--- src/rtl/playfair_digraph_cipher_macros.svh ---
// Assertion macros shared by the cipher RTL.
// Define NO_ASSERTIONS to compile them out.
`ifndef PLAYFAIR_DIGRAPH_CIPHER_MACROS_SVH
`define PLAYFAIR_DIGRAPH_CIPHER_MACROS_SVH

`ifndef NO_ASSERTIONS

// Property checked at every edge outside reset
`define PFDC_ASSERT(label, clk_sig, rst_sig, prop, msg) \
  label: assert property (@(posedge clk_sig) disable iff (rst_sig) (prop)) \
    else $error(msg);

// Consequent checked in the cycle after the antecedent
`define PFDC_ASSERT_NEXT(label, clk_sig, rst_sig, ante, cons, msg) \
  label: assert property (@(posedge clk_sig) disable iff (rst_sig) (ante) |=> (cons)) \
    else $error(msg);

`else

`define PFDC_ASSERT(label, clk_sig, rst_sig, prop, msg)
`define PFDC_ASSERT_NEXT(label, clk_sig, rst_sig, ante, cons, msg)

`endif

`endif

--- src/rtl/pfdc_pkg.sv ---
`default_nettype none

package pfdc_pkg;

  // Grid geometry
  localparam int GRID_SIDE   = 5;
  localparam int GRID_CELLS  = GRID_SIDE * GRID_SIDE;
  localparam int LETTERS     = 26;
  localparam int QUEUE_DEPTH = 2;
  localparam int QUEUE_PTR_W = $clog2(QUEUE_DEPTH);

  typedef logic [4:0] letter_t;
  typedef logic [2:0] coord_t;

  // Letter indexes, A is zero
  localparam letter_t LETTER_I = 5'd8;
  localparam letter_t LETTER_J = 5'd9;
  localparam letter_t LETTER_X = 5'd23;

  // ASCII codes
  localparam logic [7:0] CHAR_UPPER_A = 8'd65;
  localparam logic [7:0] CHAR_UPPER_Z = 8'd90;
  localparam logic [7:0] CHAR_LOWER_A = 8'd97;
  localparam logic [7:0] CHAR_LOWER_Z = 8'd122;
  localparam logic [7:0] CASE_OFFSET  = 8'd32;
  localparam logic [6:0] OUT_BASE     = 7'd65;

  // Input commands
  localparam logic [2:0] CMD_KEY_START  = 3'd0;
  localparam logic [2:0] CMD_KEY_LETTER = 3'd1;
  localparam logic [2:0] CMD_KEY_FINISH = 3'd2;
  localparam logic [2:0] CMD_TEXT_CHAR  = 3'd3;
  localparam logic [2:0] CMD_TEXT_END   = 3'd4;

  // Work handed from front to back
  typedef enum logic [1:0] {
    OP_CLEAR,
    OP_PLACE,
    OP_FINISH,
    OP_PAIR
  } op_kind_t;

  typedef struct packed {
    op_kind_t kind;
    letter_t  a;
    letter_t  b;
  } op_t;

  // Letter at position i of the fill alphabet (A-Z without J)
  function automatic letter_t fill_letter(input letter_t i);
    return (i >= LETTER_J) ? i + 5'd1 : i;
  endfunction

endpackage

`default_nettype wire

--- src/rtl/pfdc_queue.sv ---
`default_nettype none

`include "playfair_digraph_cipher_macros.svh"

module pfdc_queue (
  input  wire logic         clk,
  input  wire logic         rst,
  input  wire logic         push,
  input  pfdc_pkg::op_t     push_op,
  output logic              full,
  input  wire logic         pop,
  output pfdc_pkg::op_t     head_op,
  output logic              empty
);
  import pfdc_pkg::*;

  op_t                    slot [QUEUE_DEPTH];
  logic [QUEUE_PTR_W-1:0] wr_ptr;
  logic [QUEUE_PTR_W-1:0] rd_ptr;
  logic [QUEUE_PTR_W:0]   count;

  assign full    = (count == (QUEUE_PTR_W + 1)'(QUEUE_DEPTH));
  assign empty   = (count == '0);
  assign head_op = slot[rd_ptr];

  // Advance pointers and occupancy
  always_ff @(posedge clk) begin
    if (rst) begin
      wr_ptr <= '0;
      rd_ptr <= '0;
      count  <= '0;
    end else begin
      if (push) wr_ptr <= wr_ptr + 1'b1;
      if (pop)  rd_ptr <= rd_ptr + 1'b1;
      if (push && !pop)      count <= count + 1'b1;
      else if (pop && !push) count <= count - 1'b1;
    end
  end

  // Hold entries
  always_ff @(posedge clk) begin
    if (push) slot[wr_ptr] <= push_op;
  end

  `PFDC_ASSERT(a_no_overflow, clk, rst, push |-> (!full || pop), "queue push while full")
  `PFDC_ASSERT(a_no_underflow, clk, rst, pop |-> !empty, "queue pop while empty")
  `PFDC_ASSERT(a_count_bound, clk, rst, count <= (QUEUE_PTR_W + 1)'(QUEUE_DEPTH), "queue count past depth")

endmodule

`default_nettype wire

--- src/rtl/pfdc_front.sv ---
`default_nettype none

module pfdc_front (
  input  wire logic       clk,
  input  wire logic       rst,
  input  wire logic       direction,
  input  wire logic       in_valid,
  output logic            in_ready,
  input  wire logic [2:0] command,
  input  wire logic [7:0] char_in,
  input  wire logic       q_full,
  output logic            push,
  output pfdc_pkg::op_t   push_op
);
  import pfdc_pkg::*;

  letter_t pending_letter, pending_letter_next;
  logic    pending_valid, pending_valid_next;
  letter_t previous_letter, previous_letter_next;
  logic    previous_valid, previous_valid_next;

  logic    accept;
  logic    key_ok;
  letter_t key_idx;
  logic    raw_upper;
  letter_t raw_idx;
  logic    doubled;

  // Fold case and J; top bit flags a letter
  function automatic logic [5:0] fold_letter(input logic [7:0] c);
    logic [7:0] u;
    letter_t    idx;
    u = c;
    if (c inside {[CHAR_LOWER_A:CHAR_LOWER_Z]}) u = c - CASE_OFFSET;
    idx = 5'(u - CHAR_UPPER_A);
    if (idx == LETTER_J) idx = LETTER_I;
    return {(u inside {[CHAR_UPPER_A:CHAR_UPPER_Z]}), idx};
  endfunction

  assign in_ready = !q_full;
  assign accept   = in_valid && in_ready;

  assign {key_ok, key_idx} = fold_letter(char_in);
  assign raw_upper = (char_in inside {[CHAR_UPPER_A:CHAR_UPPER_Z]});
  assign raw_idx   = raw_upper ? 5'(char_in - CHAR_UPPER_A) : LETTER_J;
  assign doubled   = previous_valid && (previous_letter == key_idx);

  // Classify the item and prepare text into pairs
  always_comb begin
    push                 = 1'b0;
    push_op              = '{kind: OP_CLEAR, a: '0, b: '0};
    pending_letter_next  = pending_letter;
    pending_valid_next   = pending_valid;
    previous_letter_next = previous_letter;
    previous_valid_next  = previous_valid;
    if (accept) begin
      case (command)
        CMD_KEY_START: begin
          push                 = 1'b1;
          pending_letter_next  = '0;
          pending_valid_next   = 1'b0;
          previous_letter_next = '0;
          previous_valid_next  = 1'b0;
        end
        CMD_KEY_LETTER: begin
          if (key_ok) begin
            push    = 1'b1;
            push_op = '{kind: OP_PLACE, a: key_idx, b: '0};
          end
        end
        CMD_KEY_FINISH: begin
          push    = 1'b1;
          push_op = '{kind: OP_FINISH, a: '0, b: '0};
        end
        CMD_TEXT_CHAR: begin
          if (direction) begin
            // Decrypt: pair raw characters
            if (pending_valid) begin
              push                = 1'b1;
              push_op             = '{kind: OP_PAIR, a: pending_letter, b: raw_idx};
              pending_letter_next = '0;
              pending_valid_next  = 1'b0;
            end else begin
              pending_letter_next = raw_idx;
              pending_valid_next  = 1'b1;
            end
          end else if (key_ok) begin
            // Encrypt: split a doubled letter with X
            if (doubled && pending_valid) begin
              push                = 1'b1;
              push_op             = '{kind: OP_PAIR, a: pending_letter, b: LETTER_X};
              pending_letter_next = key_idx;
              pending_valid_next  = 1'b1;
            end else if (doubled) begin
              push                = 1'b1;
              push_op             = '{kind: OP_PAIR, a: LETTER_X, b: key_idx};
              pending_letter_next = '0;
              pending_valid_next  = 1'b0;
            end else if (pending_valid) begin
              push                = 1'b1;
              push_op             = '{kind: OP_PAIR, a: pending_letter, b: key_idx};
              pending_letter_next = '0;
              pending_valid_next  = 1'b0;
            end else begin
              pending_letter_next = key_idx;
              pending_valid_next  = 1'b1;
            end
            previous_letter_next = key_idx;
            previous_valid_next  = 1'b1;
          end
        end
        CMD_TEXT_END: begin
          // Flush an open pair with the pad letter
          if (pending_valid) begin
            push    = 1'b1;
            push_op = '{kind: OP_PAIR, a: pending_letter,
                        b: (direction ? LETTER_J : LETTER_X)};
          end
          pending_letter_next  = '0;
          pending_valid_next   = 1'b0;
          previous_letter_next = '0;
          previous_valid_next  = 1'b0;
        end
        default: begin
        end
      endcase
    end
  end

  // Hold text preparation state
  always_ff @(posedge clk) begin
    if (rst) begin
      pending_letter  <= '0;
      pending_valid   <= 1'b0;
      previous_letter <= '0;
      previous_valid  <= 1'b0;
    end else begin
      pending_letter  <= pending_letter_next;
      pending_valid   <= pending_valid_next;
      previous_letter <= previous_letter_next;
      previous_valid  <= previous_valid_next;
    end
  end

endmodule

`default_nettype wire

--- src/rtl/pfdc_back.sv ---
`default_nettype none

`include "playfair_digraph_cipher_macros.svh"

module pfdc_back (
  input  wire logic       clk,
  input  wire logic       rst,
  input  wire logic       direction,
  input  wire logic       op_valid,
  input  pfdc_pkg::op_t   op,
  output logic            pop,
  output logic            out_valid,
  input  wire logic       out_ready,
  output logic [6:0]      letter_out,
  output logic            run_last
);
  import pfdc_pkg::*;

  typedef enum logic [2:0] {
    S_IDLE,
    S_FINISH,
    S_GRID,
    S_EMIT1,
    S_EMIT2
  } state_t;

  state_t               state;
  logic [LETTERS-1:0]   used;
  letter_t              fill_count;
  coord_t               fill_row;
  coord_t               fill_col;
  letter_t              walk;

  // Key grid and letter positions ({row, col})
  letter_t              grid [GRID_CELLS];
  logic [5:0]           pos  [LETTERS];

  logic [5:0]           pa, pb;
  letter_t              g1, g2;

  logic                 place_req;
  letter_t              place_idx;
  logic                 place_do;
  logic                 pair_pop;
  logic                 out_free;
  logic                 emit;
  logic                 walk_done;
  logic                 grid_full;
  coord_t               r1, c1, r2, c2;
  letter_t              cell1, cell2;

  function automatic coord_t step5(input coord_t v, input logic back);
    if (back) return (v == '0) ? coord_t'(GRID_SIDE - 1) : v - 3'd1;
    return (v == coord_t'(GRID_SIDE - 1)) ? '0 : v + 3'd1;
  endfunction

  function automatic letter_t cell_of(input coord_t r, input coord_t c);
    return {r, 2'b00} + 5'(r) + 5'(c);
  endfunction

  assign pop       = (state == S_IDLE) && op_valid;
  assign pair_pop  = pop && (op.kind == OP_PAIR);
  assign out_free  = !out_valid || out_ready;
  assign emit      = out_free && ((state == S_EMIT1) || (state == S_EMIT2));
  assign walk_done = (state == S_FINISH) && (walk == letter_t'(GRID_CELLS - 1));
  assign grid_full = (fill_count == letter_t'(GRID_CELLS));

  // Pick the letter to place from a key op or the finish walk
  always_comb begin
    place_req = 1'b0;
    place_idx = op.a;
    if (state == S_FINISH) begin
      place_req = 1'b1;
      place_idx = fill_letter(walk);
    end else if (pop && op.kind == OP_PLACE) begin
      place_req = 1'b1;
    end
  end

  assign place_do = place_req && !used[place_idx] &&
                    (fill_count < letter_t'(GRID_CELLS));

  // Apply the Playfair rule to the looked-up positions
  assign r1 = pa[5:3];
  assign c1 = pa[2:0];
  assign r2 = pb[5:3];
  assign c2 = pb[2:0];

  always_comb begin
    if (r1 == r2) begin
      cell1 = cell_of(r1, step5(c1, direction));
      cell2 = cell_of(r2, step5(c2, direction));
    end else if (c1 == c2) begin
      cell1 = cell_of(step5(r1, direction), c1);
      cell2 = cell_of(step5(r2, direction), c2);
    end else begin
      cell1 = cell_of(r1, c2);
      cell2 = cell_of(r2, c1);
    end
  end

  // Write the grid and positions; registered reads
  always_ff @(posedge clk) begin
    if (place_do) begin
      grid[fill_count] <= place_idx;
      pos[place_idx]   <= {fill_row, fill_col};
    end
    if (pair_pop) begin
      pa <= used[op.a] ? pos[op.a] : '0;
      pb <= used[op.b] ? pos[op.b] : '0;
    end
    if (state == S_GRID) begin
      g1 <= (cell1 < fill_count) ? grid[cell1] : '0;
      g2 <= (cell2 < fill_count) ? grid[cell2] : '0;
    end
  end

  // Sequence ops, track the key fill and drive the output register
  always_ff @(posedge clk) begin
    if (rst) begin
      state      <= S_IDLE;
      used       <= '0;
      fill_count <= '0;
      fill_row   <= '0;
      fill_col   <= '0;
      walk       <= '0;
      out_valid  <= 1'b0;
      letter_out <= '0;
      run_last   <= 1'b0;
    end else begin
      // Raise the item on an emit, drop it once taken
      if (emit) out_valid <= 1'b1;
      else if (out_ready) out_valid <= 1'b0;

      if (place_do) begin
        used[place_idx] <= 1'b1;
        fill_count      <= fill_count + 5'd1;
        if (fill_col == coord_t'(GRID_SIDE - 1)) begin
          fill_col <= '0;
          fill_row <= fill_row + 3'd1;
        end else begin
          fill_col <= fill_col + 3'd1;
        end
      end

      case (state)
        S_IDLE: begin
          if (pop) begin
            case (op.kind)
              OP_CLEAR: begin
                used       <= '0;
                fill_count <= '0;
                fill_row   <= '0;
                fill_col   <= '0;
              end
              OP_FINISH: begin
                walk  <= '0;
                state <= S_FINISH;
              end
              OP_PAIR: state <= S_GRID;
              default: begin
              end
            endcase
          end
        end
        S_FINISH: begin
          if (walk_done) state <= S_IDLE;
          else walk <= walk + 5'd1;
        end
        S_GRID: state <= S_EMIT1;
        S_EMIT1: begin
          if (out_free) begin
            letter_out <= 7'(g1) + OUT_BASE;
            run_last   <= 1'b0;
            state      <= S_EMIT2;
          end
        end
        S_EMIT2: begin
          if (out_free) begin
            letter_out <= 7'(g2) + OUT_BASE;
            run_last   <= 1'b1;
            state      <= S_IDLE;
          end
        end
        default: state <= S_IDLE;
      endcase
    end
  end

  `PFDC_ASSERT(a_fill_bound, clk, rst, fill_count <= letter_t'(GRID_CELLS), "fill count past grid")
  `PFDC_ASSERT_NEXT(a_finish_full, clk, rst, walk_done, grid_full, "key finish left grid short")
  `PFDC_ASSERT(a_no_j_out, clk, rst, out_valid |-> (letter_out != (7'(LETTER_J) + OUT_BASE)), "J emitted from grid")

endmodule

`default_nettype wire

--- src/rtl/playfair_digraph_cipher.sv ---
`default_nettype none
// The queue registers each item; the pop registers the letter positions, S_GRID the grid
// letters, and S_EMIT1 and S_EMIT2 one output letter each, once the output is free.
// A pair holds the back-end sequencer through S_GRID, S_EMIT1 and S_EMIT2; a key op needs
// only the pop; key finish adds one grid-fill step per letter of the 25-letter set.
// Reset: rst clears the key grid (unwritten cells read as A), the text state, the queue
// and the direction register (encrypt).

module playfair_digraph_cipher (
  input  wire logic       clk,
  input  wire logic       rst,
  input  wire logic       cfg_valid,
  output logic            cfg_ready,
  input  wire logic       cfg_data,
  input  wire logic       in_valid,
  output logic            in_ready,
  input  wire logic [2:0] command,
  input  wire logic [7:0] char_in,
  output logic            out_valid,
  input  wire logic       out_ready,
  output logic [6:0]      letter_out,
  output logic            run_last
);
  import pfdc_pkg::*;

  logic direction;
  logic q_full;
  logic q_empty;
  logic push;
  logic pop;
  op_t  push_op;
  op_t  head_op;

  assign cfg_ready = 1'b1;

  // Hold the direction register
  always_ff @(posedge clk) begin
    if (rst) begin
      direction <= 1'b0;
    end else if (cfg_valid && cfg_ready) begin
      direction <= cfg_data;
    end
  end

  pfdc_front u_front (
    .clk       (clk),
    .rst       (rst),
    .direction (direction),
    .in_valid  (in_valid),
    .in_ready  (in_ready),
    .command   (command),
    .char_in   (char_in),
    .q_full    (q_full),
    .push      (push),
    .push_op   (push_op)
  );

  pfdc_queue u_queue (
    .clk     (clk),
    .rst     (rst),
    .push    (push),
    .push_op (push_op),
    .full    (q_full),
    .pop     (pop),
    .head_op (head_op),
    .empty   (q_empty)
  );

  pfdc_back u_back (
    .clk        (clk),
    .rst        (rst),
    .direction  (direction),
    .op_valid   (!q_empty),
    .op         (head_op),
    .pop        (pop),
    .out_valid  (out_valid),
    .out_ready  (out_ready),
    .letter_out (letter_out),
    .run_last   (run_last)
  );

endmodule

`default_nettype wire

--- config.mk ---
export PLATFORM = sky130hd
export DESIGN_NAME = playfair_digraph_cipher
export DESIGN_NICKNAME = d
export VERILOG_FILES = /design/src/rtl/pfdc_pkg.sv /design/src/rtl/pfdc_queue.sv /design/src/rtl/pfdc_front.sv /design/src/rtl/pfdc_back.sv /design/src/rtl/playfair_digraph_cipher.sv
export VERILOG_INCLUDE_DIRS = /design/src /design/src/rtl
export SDC_FILE = /design/constraint.sdc
export NUM_CORES = 1
export LEC_CHECK = 0
export BUFFER_PORTS_ARGS = -buffer_cell sky130_fd_sc_hd__buf_2
export CORE_ASPECT_RATIO = 0.75
export CORE_MARGIN = 4
export CORE_UTILIZATION = 50
export DETAILED_ROUTE_END_ITERATION = 10
export GPL_ROUTABILITY_DRIVEN = 0
export PLACE_DENSITY = 0.66
export SETUP_SLACK_MARGIN = 0.02
export SLEW_MARGIN = 20
export SYNTH_ARGS = -nofsm -noshare
export SYNTH_HDL_FRONTEND = slang
export SYNTH_HIERARCHICAL = 1
export SYNTH_SLANG_ARGS = --single-unit
--- constraint.sdc ---
create_clock -name clk -period 9.6 [get_ports clk]
set_input_delay 0.96 -clock clk [delete_from_list [all_inputs] [get_ports clk]]
set_output_delay 0.96 -clock clk [all_outputs]
set_load 0.005 [all_outputs]
Word level (Yosys, flattened, before mapping)
Memories as Yosys holds them, arrays and structs flattened. A register that Yosys moved wholly into a read port is not among the register bits.
Index checks and enable logic that the tools add are counted.
- $add $sub $neg: 31
- mux-type cells: 127
- $lt $le $gt $ge: 14
- reduce and logical (&&, ||, !) cells: 48
- eq/ne operators: 32
- bitwise operators: 1
- operators with widths (kind ; count):
    $mux W5 ; 24
    $mux W3 ; 36
    $mux W26 ; 4
    $mux W12 ; 8
    $add A5 B3 Y5 ; 10
    $pmux W12 S4 ; 1
    $mux W1 ; 34
    $pmux W5 S2 ; 3
    $or A26 B26 Y26 ; 1
    $ge A8 B7 Y1 const B ; 3
    $le A8 B7 Y1 const B ; 3
    $eq A3 B3 Y1 const B ; 7
    $add A3 B1 Y3 const B ; 6
    $logic_not A3 Y1 ; 6
    $lt A5 B6 Y1 const B ; 3
    $logic_and A1 B1 Y1 ; 16
    $bmux W1 S5 ; 3
    $pmux W3 S5 ; 1
    $add A5 B7 Y7 const B ; 2
    $mux W7 ; 2
    $pmux W7 S2 ; 1
    $eq A3 B2 Y1 const B ; 4
    $sub A3 B1 Y3 const B ; 4
    $mux W11 ; 1
    other kinds (35) ; 70
- memories: 3
- register bits: 71
- logic and storage cells: 273
- input bits: 17
- memory bits (writable): 305
- memory list (name ; words ; bits a word ; rd ports ; clocked after Yosys merged registers in ; write ports ; line ; RTL):
    u_back.pos ; 26 ; 6 ; 2 ; 2 ; 1 ; pfdc_back.sv:36 ; logic [5:0] pos [LETTERS];
    u_back.grid ; 25 ; 5 ; 2 ; 2 ; 1 ; pfdc_back.sv:35 ; letter_t grid [GRID_CELLS];
    u_queue.slot ; 2 ; 12 ; 1 ; 1 ; 1 ; pfdc_queue.sv:17 ; op_t slot [QUEUE_DEPTH];

Logic depth before layout (Yosys ltp)
- word-level depth: 18
- gate-level depth with buffers: 22
- gate-level depth less buffers: 20

Hierarchy
The synthesis kept the hierarchy.
- modules (own cells, without submodules) (module ; times used ; cells each ; area an instance (µm²)):
    pfdc_back ; 1 ; 1495 ; 19585.0
    pfdc_front ; 1 ; 209 ; 1592.8
    pfdc_queue ; 1 ; 59 ; 1068.5
    playfair_digraph_cipher ; 1 ; 6 ; 48.8

Worst setup path after synthesis
No wires, ideal clock.
- kind: register to register
- start: register u_back.pb[4] (read register of u_back.pos)
- end: register u_back.g2[0] (read register of u_back.grid) (data pin)
- cell stages (with the launch flop): 19
- path slack: 4.253 ns
- data arrival time: 5.194 ns
- data required time: 9.448 ns
- clock period less this slack: 5.347 ns
- cells stage by stage: edfxtp_1 > inv_1 > ha_1 > or2_2 > mux4_2 > fa_1 > fa_1 > nor4_1 > o31ai_2 > buf_2 > buf_2 > ha_1 > a21o_1 > a21o_1 > a211oi_1 > nor2b_1 > clkbuf_1 > o21ai_0 > o22ai_1
- cells in the longest elaborated chain, start to end: 12
- RTL lines (item ; line ; RTL):
    from (decl) ; pfdc_back.sv:38 ; logic [5:0] pa, pb;
    $sub A3 B1 Y3 or $logic_not A3 Y1 (tied branches) ; pfdc_back.sv:53 ; if (back) return (v == '0) ? coord_t'(GRID_SIDE - 1) : v - 3'd1;
    $mux W3 (2 in a row) ; pfdc_back.sv:53 ;
    $mux W3 ; pfdc_back.sv:54 ; return (v == coord_t'(GRID_SIDE - 1)) ? '0 : v + 3'd1;
    $mux W3 ; pfdc_back.sv:93 ; end else if (c1 == c2) begin
    $mux W3 ; pfdc_back.sv:90 ; if (r1 == r2) begin
    $add A5 B3 Y5 (2 in a row) ; pfdc_back.sv:58 ; return {r, 2'b00} + 5'(r) + 5'(c);
    $mux W5 ; pfdc_back.sv:93 ;
    $mux W5 * ; pfdc_back.sv:90 ;
    $lt A5 B5 Y1 ; pfdc_back.sv:114 ; g2 <= (cell2 < fill_count) ? grid[cell2] : '0;
    $logic_not A1 Y1 (no source line) ; -- ;
    to (decl) ; pfdc_back.sv:39 ; letter_t g1, g2;
Every way passes the cells marked *; elsewhere a longest branch is shown, timed or not. The select of a mux whose other input is x is not followed.
A chain may end at the register's enable or synchronous reset.

Worst setup path in the final report
Ends and elaborated chain as after synthesis.

==> run_summary.xml <==
<?xml version="1.0" encoding="UTF-8"?>
<metrics>
  <group name="status">
    <metric name="run_status" unit="">completed</metric>
  </group>
  <group name="timing">
    <metric name="shortest_clock_period_the_worst_path_allows_after_layout" unit="ns">5.95</metric>
    <metric name="holdWs" unit="ns">0.458</metric>
    <metric name="max-slew-margin-rel" unit="%">23.2</metric>
    <metric name="finalClockSkew" unit="ns">0.0393</metric>
    <metric name="timing_max_transition_violations_final" unit="">0</metric>
    <metric name="max_slew.worst_pin.slew" unit="ns">1.14</metric>
    <metric name="timing.final.hold_violations" unit="">0</metric>
    <metric name="post-route-worst-setup-slack" unit="ns">3.65</metric>
    <metric name="timing.final.crit_share" unit="%">61.9</metric>
    <metric name="fmax" unit="MHz">168</metric>
    <metric name="unrepaired_setup_endpoints_after_global_routing" unit="">false</metric>
    <metric name="timing.final.setup_violations" unit="">0</metric>
    <metric name="fin_setup_tns" unit="ns">0</metric>
  </group>
  <group name="finish">
    <metric name="number_of_fill_cells_in_the_layout" unit="">3577</metric>
    <metric name="ratio_of_cells_with_drive_above_1_in_the_final_layout" unit="%">17.7</metric>
    <metric name="most-common-layout-cells" unit="">sky130_fd_sc_hd__edfxtp_1, sky130_fd_sc_hd__nor2_1, sky130_fd_sc_hd__mux2i_1</metric>
    <metric name="n_antenna_cell" unit="">0</metric>
    <metric name="final_net_count" unit="">1845</metric>
    <metric name="layout.cells.most_common" unit="">sky130_fd_sc_hd__edfxtp_1</metric>
    <metric name="layout-area-overhead-vs-synth" unit="%">8.76</metric>
  </group>
  <group name="synthesis">
    <metric name="ys_warn_count" unit="">6</metric>
    <metric name="synth_cell_type_count" unit="">100</metric>
    <metric name="postSynthAreaPerCell" unit="um2">12.6</metric>
    <metric name="post_synthesis_register_bit_count" unit="">399</metric>
    <metric name="synth_edf_count" unit="">327</metric>
    <metric name="postSynthNetCount" unit="">1861</metric>
    <metric name="yosysSeqAreaShare" unit="%">50.5</metric>
    <metric name="mappedNetlistArea" unit="um2">22300</metric>
    <metric name="synth_cells" unit="">1769</metric>
    <metric name="post_synthesis_async_set_or_reset_flop_share" unit="%">0</metric>
    <metric name="ys.flop_type" unit="">sky130_fd_sc_hd__edfxtp_1</metric>
  </group>
  <group name="flow_run">
    <metric name="drv.max_cap_violation_count" unit="">0</metric>
  </group>
  <group name="drt">
    <metric name="routed_wl" unit="mm">59.6</metric>
    <metric name="drcViolationCount" unit="">0</metric>
    <metric name="antenna_left" unit="">0</metric>
    <metric name="drt_pre_antenna_iters" unit="">6</metric>
    <metric name="detailroute.via_count" unit="">15700</metric>
    <metric name="routed_via_density" unit="">6.63</metric>
    <metric name="wl_per_cell" unit="um">25.2</metric>
    <metric name="drt-initial-drc-count" unit="">2102</metric>
  </group>
  <group name="hold_path">
    <metric name="min-delay-path-class" unit="">register to register</metric>
  </group>
  <group name="floorplan">
    <metric name="die-area" unit="um2">48100</metric>
    <metric name="die_height" unit="um">191</metric>
    <metric name="coreArea" unit="um2">43700</metric>
    <metric name="io_pins" unit="">28</metric>
    <metric name="fp.dieW" unit="um">252</metric>
    <metric name="rows" unit="">66</metric>
    <metric name="initial_utilization" unit="%">51.0</metric>
  </group>
  <group name="grt">
    <metric name="grt_max_degree" unit="">62</metric>
    <metric name="grt_util_all_layers" unit="%">24.7</metric>
    <metric name="overflow" unit="">0</metric>
    <metric name="first_pass_grt_wire_length" unit="mm">90.9</metric>
    <metric name="grt_pass1_vias" unit="">15000</metric>
    <metric name="initial_antenna_violation_count" unit="">0</metric>
  </group>
  <group name="setup_path">
    <metric name="worstPathMaxFanout" unit="">9</metric>
    <metric name="critPathTopFamily" unit="">compound AO/OA/AOI/OAI gates</metric>
    <metric name="required" unit="ns">10.01</metric>
    <metric name="timing.critical_path.buf_inv" unit="">2</metric>
    <metric name="setup.worst_path.end_class" unit="">register</metric>
    <metric name="setup.worst_path.start_class" unit="">register</metric>
    <metric name="critical_path_arrival" unit="ns">6.35</metric>
    <metric name="worst-setup-path-type" unit="">register to register</metric>
    <metric name="critPathMaxStageDelay" unit="ns">0.54</metric>
    <metric name="critical_path.cell_chain" unit="">inv_1 -&gt; ha_1 -&gt; or2_2 -&gt; mux4_2 -&gt; fa_1 -&gt; fa_1 -&gt; xor2_1 -&gt; o21ai_0 -&gt; o22a_1 -&gt; clkinv_1 -&gt; ha_1 -&gt; o2111ai_1 -&gt; a21oi_1 -&gt; a211oi_1 -&gt; nor2b_1 -&gt; o21ai_0 -&gt; o22ai_1</metric>
    <metric name="timing.critical_path.slowest_stage_cell" unit="">sky130_fd_sc_hd__edfxtp_1</metric>
  </group>
  <group name="place">
    <metric name="placement.io_buffers" unit="">26</metric>
    <metric name="detailedPlacementHpwl" unit="mm">41.4</metric>
    <metric name="dpl_worst_slack" unit="ns">3.79</metric>
  </group>
  <group name="clock_tree">
    <metric name="cts_resized" unit="">0</metric>
    <metric name="hold_buffers" unit="">0</metric>
    <metric name="cts.clk_slew.worst_paths" unit="ns">0.06</metric>
    <metric name="postCtsSetupRepairBufs" unit="">0</metric>
    <metric name="cts_buffer_depth" unit="">3</metric>
    <metric name="tritoncts_clock_tree" unit="">yes</metric>
    <metric name="cts_root_buffer" unit="">sky130_fd_sc_hd__clkbuf_16</metric>
    <metric name="total_clock_buffers_created_by_cts" unit="">41</metric>
    <metric name="cts.sinks" unit="">399</metric>
    <metric name="clock_tree.htree_level_count" unit="">2</metric>
    <metric name="worstSkewPairLatency" unit="ns">0.59</metric>
  </group>
  <group name="pwr">
    <metric name="clock_share_of_power" unit="%">26.6</metric>
    <metric name="power.share.combinational" unit="%">37.3</metric>
    <metric name="post-layout-total-power" unit="mW">5.97</metric>
    <metric name="pwr_density_cell" unit="nW/um2">246</metric>
    <metric name="power_switching" unit="mW">2.22</metric>
    <metric name="vdd_ir_drop_max" unit="uV">152</metric>
    <metric name="p_sw_share" unit="%">37.2</metric>
    <metric name="power.share.sequential" unit="%">36.1</metric>
    <metric name="power_leakage" unit="nW">8.14</metric>
    <metric name="power.internal" unit="mW">3.75</metric>
  </group>
</metrics>
## power groups by stage
stage / Combinational [mW] / Sequential (mW) / Clock (mW)
after global routing: 2.37 / 2.17 / 1.71
after floorplan: 1.58 / 2.14 / 0
final: 2.23 / 2.16 / 1.59
after detailed placement: 2.16 / 2.19 / 0
after CTS: 2.17 / 2.15 / 1.63
after global placement: 2.12 / 2.18 / 0
## synthesized netlist by cell type (6+ instances only)
cell type / number / area [um2]
sky130_fd_sc_hd__edfxtp_1: 327 / 9820
sky130_fd_sc_hd__nor2_1: 118 / 443
sky130_fd_sc_hd__mux2i_1: 104 / 1040
sky130_fd_sc_hd__mux4_2: 99 / 2230
sky130_fd_sc_hd__nand2_1: 98 / 368
sky130_fd_sc_hd__a21oi_1: 84 / 420
sky130_fd_sc_hd__dfxtp_1: 72 / 1440
sky130_fd_sc_hd__ha_1: 67 / 838
sky130_fd_sc_hd__o21ai_0: 60 / 300
sky130_fd_sc_hd__mux2_2: 52 / 586
sky130_fd_sc_hd__inv_1: 50 / 188
sky130_fd_sc_hd__clkbuf_1: 48 / 180
sky130_fd_sc_hd__nor3_1: 38 / 190
sky130_fd_sc_hd__buf_2: 36 / 180
sky130_fd_sc_hd__nand3_1: 35 / 175
sky130_fd_sc_hd__nor2b_1: 27 / 169
sky130_fd_sc_hd__xnor2_1: 27 / 236
sky130_fd_sc_hd__a221oi_1: 24 / 210
sky130_fd_sc_hd__xor2_1: 23 / 201
sky130_fd_sc_hd__a211oi_1: 21 / 158
sky130_fd_sc_hd__a31oi_1: 20 / 125
sky130_fd_sc_hd__o22ai_1: 18 / 113
sky130_fd_sc_hd__a21o_1: 17 / 128
sky130_fd_sc_hd__buf_1: 14 / 52.6
sky130_fd_sc_hd__o211ai_1: 14 / 105
sky130_fd_sc_hd__nor4_1: 13 / 81.3
sky130_fd_sc_hd__o21a_1: 13 / 97.6
sky130_fd_sc_hd__nand4_1: 12 / 75.1
sky130_fd_sc_hd__o2111ai_1: 12 / 105
sky130_fd_sc_hd__a21boi_0: 11 / 82.6
sky130_fd_sc_hd__a22oi_1: 10 / 75.1
sky130_fd_sc_hd__a32o_1: 9 / 90.1
sky130_fd_sc_hd__and2_1: 9 / 56.3
sky130_fd_sc_hd__nand2b_1: 9 / 56.3
sky130_fd_sc_hd__o31ai_1: 9 / 67.6
sky130_fd_sc_hd__and3_1: 8 / 50.1
sky130_fd_sc_hd__fa_1: 8 / 160
sky130_fd_sc_hd__or3_1: 8 / 50.1
sky130_fd_sc_hd__buf_6: 7 / 78.8
sky130_fd_sc_hd__or2_2: 7 / 43.8
sky130_fd_sc_hd__buf_4: 6 / 45.0
sky130_fd_sc_hd__nor3b_1: 6 / 45.0
sky130_fd_sc_hd__o2bb2ai_1: 6 / 52.6
sky130_fd_sc_hd__o32ai_1: 6 / 52.6
## registers in the layout, indices dropped and copies added (netlist names), 6 cells and up, named ones only
name,count
u_queue/slot,24
u_back/pb,6
u_back/letter_out,7
u_back/used,26
u_back/pa,6
u_back/grid,125
u_back/pos,156
## worst paths after layout
check	startpoint	endpoint	slack, ns	cells after the start
hold reg to reg	u_back/letter_out[6]$_SDFFE_PP0P_	u_back/letter_out[6]$_SDFFE_PP0P_	0.46	2
hold / removal	u_back/letter_out[6]$_SDFFE_PP0P_	u_back/letter_out[6]$_SDFFE_PP0P_	0.46	2
setup reg to reg	u_back/pb[4]$_SDFFCE_PN0P_	u_back/g2[0]$_SDFFCE_PP0N_	3.65	17
setup / recovery	u_back/pb[4]$_SDFFCE_PN0P_	u_back/g2[0]$_SDFFCE_PP0N_	3.65	17
## area by class of cell
type	count	area [um2]	share of cell area, %
flip-flops and latches	399	11300	46.4
clock inverters	21	233	0.960
inverters	54	203	0.836
multi-input cells	1205	10400	42.9
repair buffers	52	325	1.34
well taps	578	723	2.98
clock buffers	55	1110	4.57
## cells by family after synthesis
family          synth area share, %
buf+inv                        3.32
other cells                  0.0168
mux                            17.4
compound gates                 12.4
xor+xnor                       1.96
simple gates                   9.97
flops                          50.5
fa+ha+maj                      4.48
## through the flow
stage	util, %	cells	cell area [um2]
after global placement	52.4	2288	22900
after CTS	55.4	2364	24200
final	55.5	2364	24200
after floorplan	-	1769	22300
after global routing	55.5	2364	24200
after detailed placement	52.4	2288	22900
## worst min-delay path: stages, from the launching register on
cell and delay, ns:
sky130_fd_sc_hd__dfxtp_1 0.32, sky130_fd_sc_hd__nor2_1 0.04, sky130_fd_sc_hd__nor2_1 0.06
## metal layers
layer | global-route usage, % | up-vias | part of all wire [%]
met5 | 0 | - | 0
met4 | 5.85 | 0 | 1.8
met1 | 37.2 | 7810 | 44
met2 | 34.8 | 857 | 42
met3 | 7.94 | 89 | 12
li1 | - | 6924 | -
No activity file was read; power rests on OpenSTA's default activity.
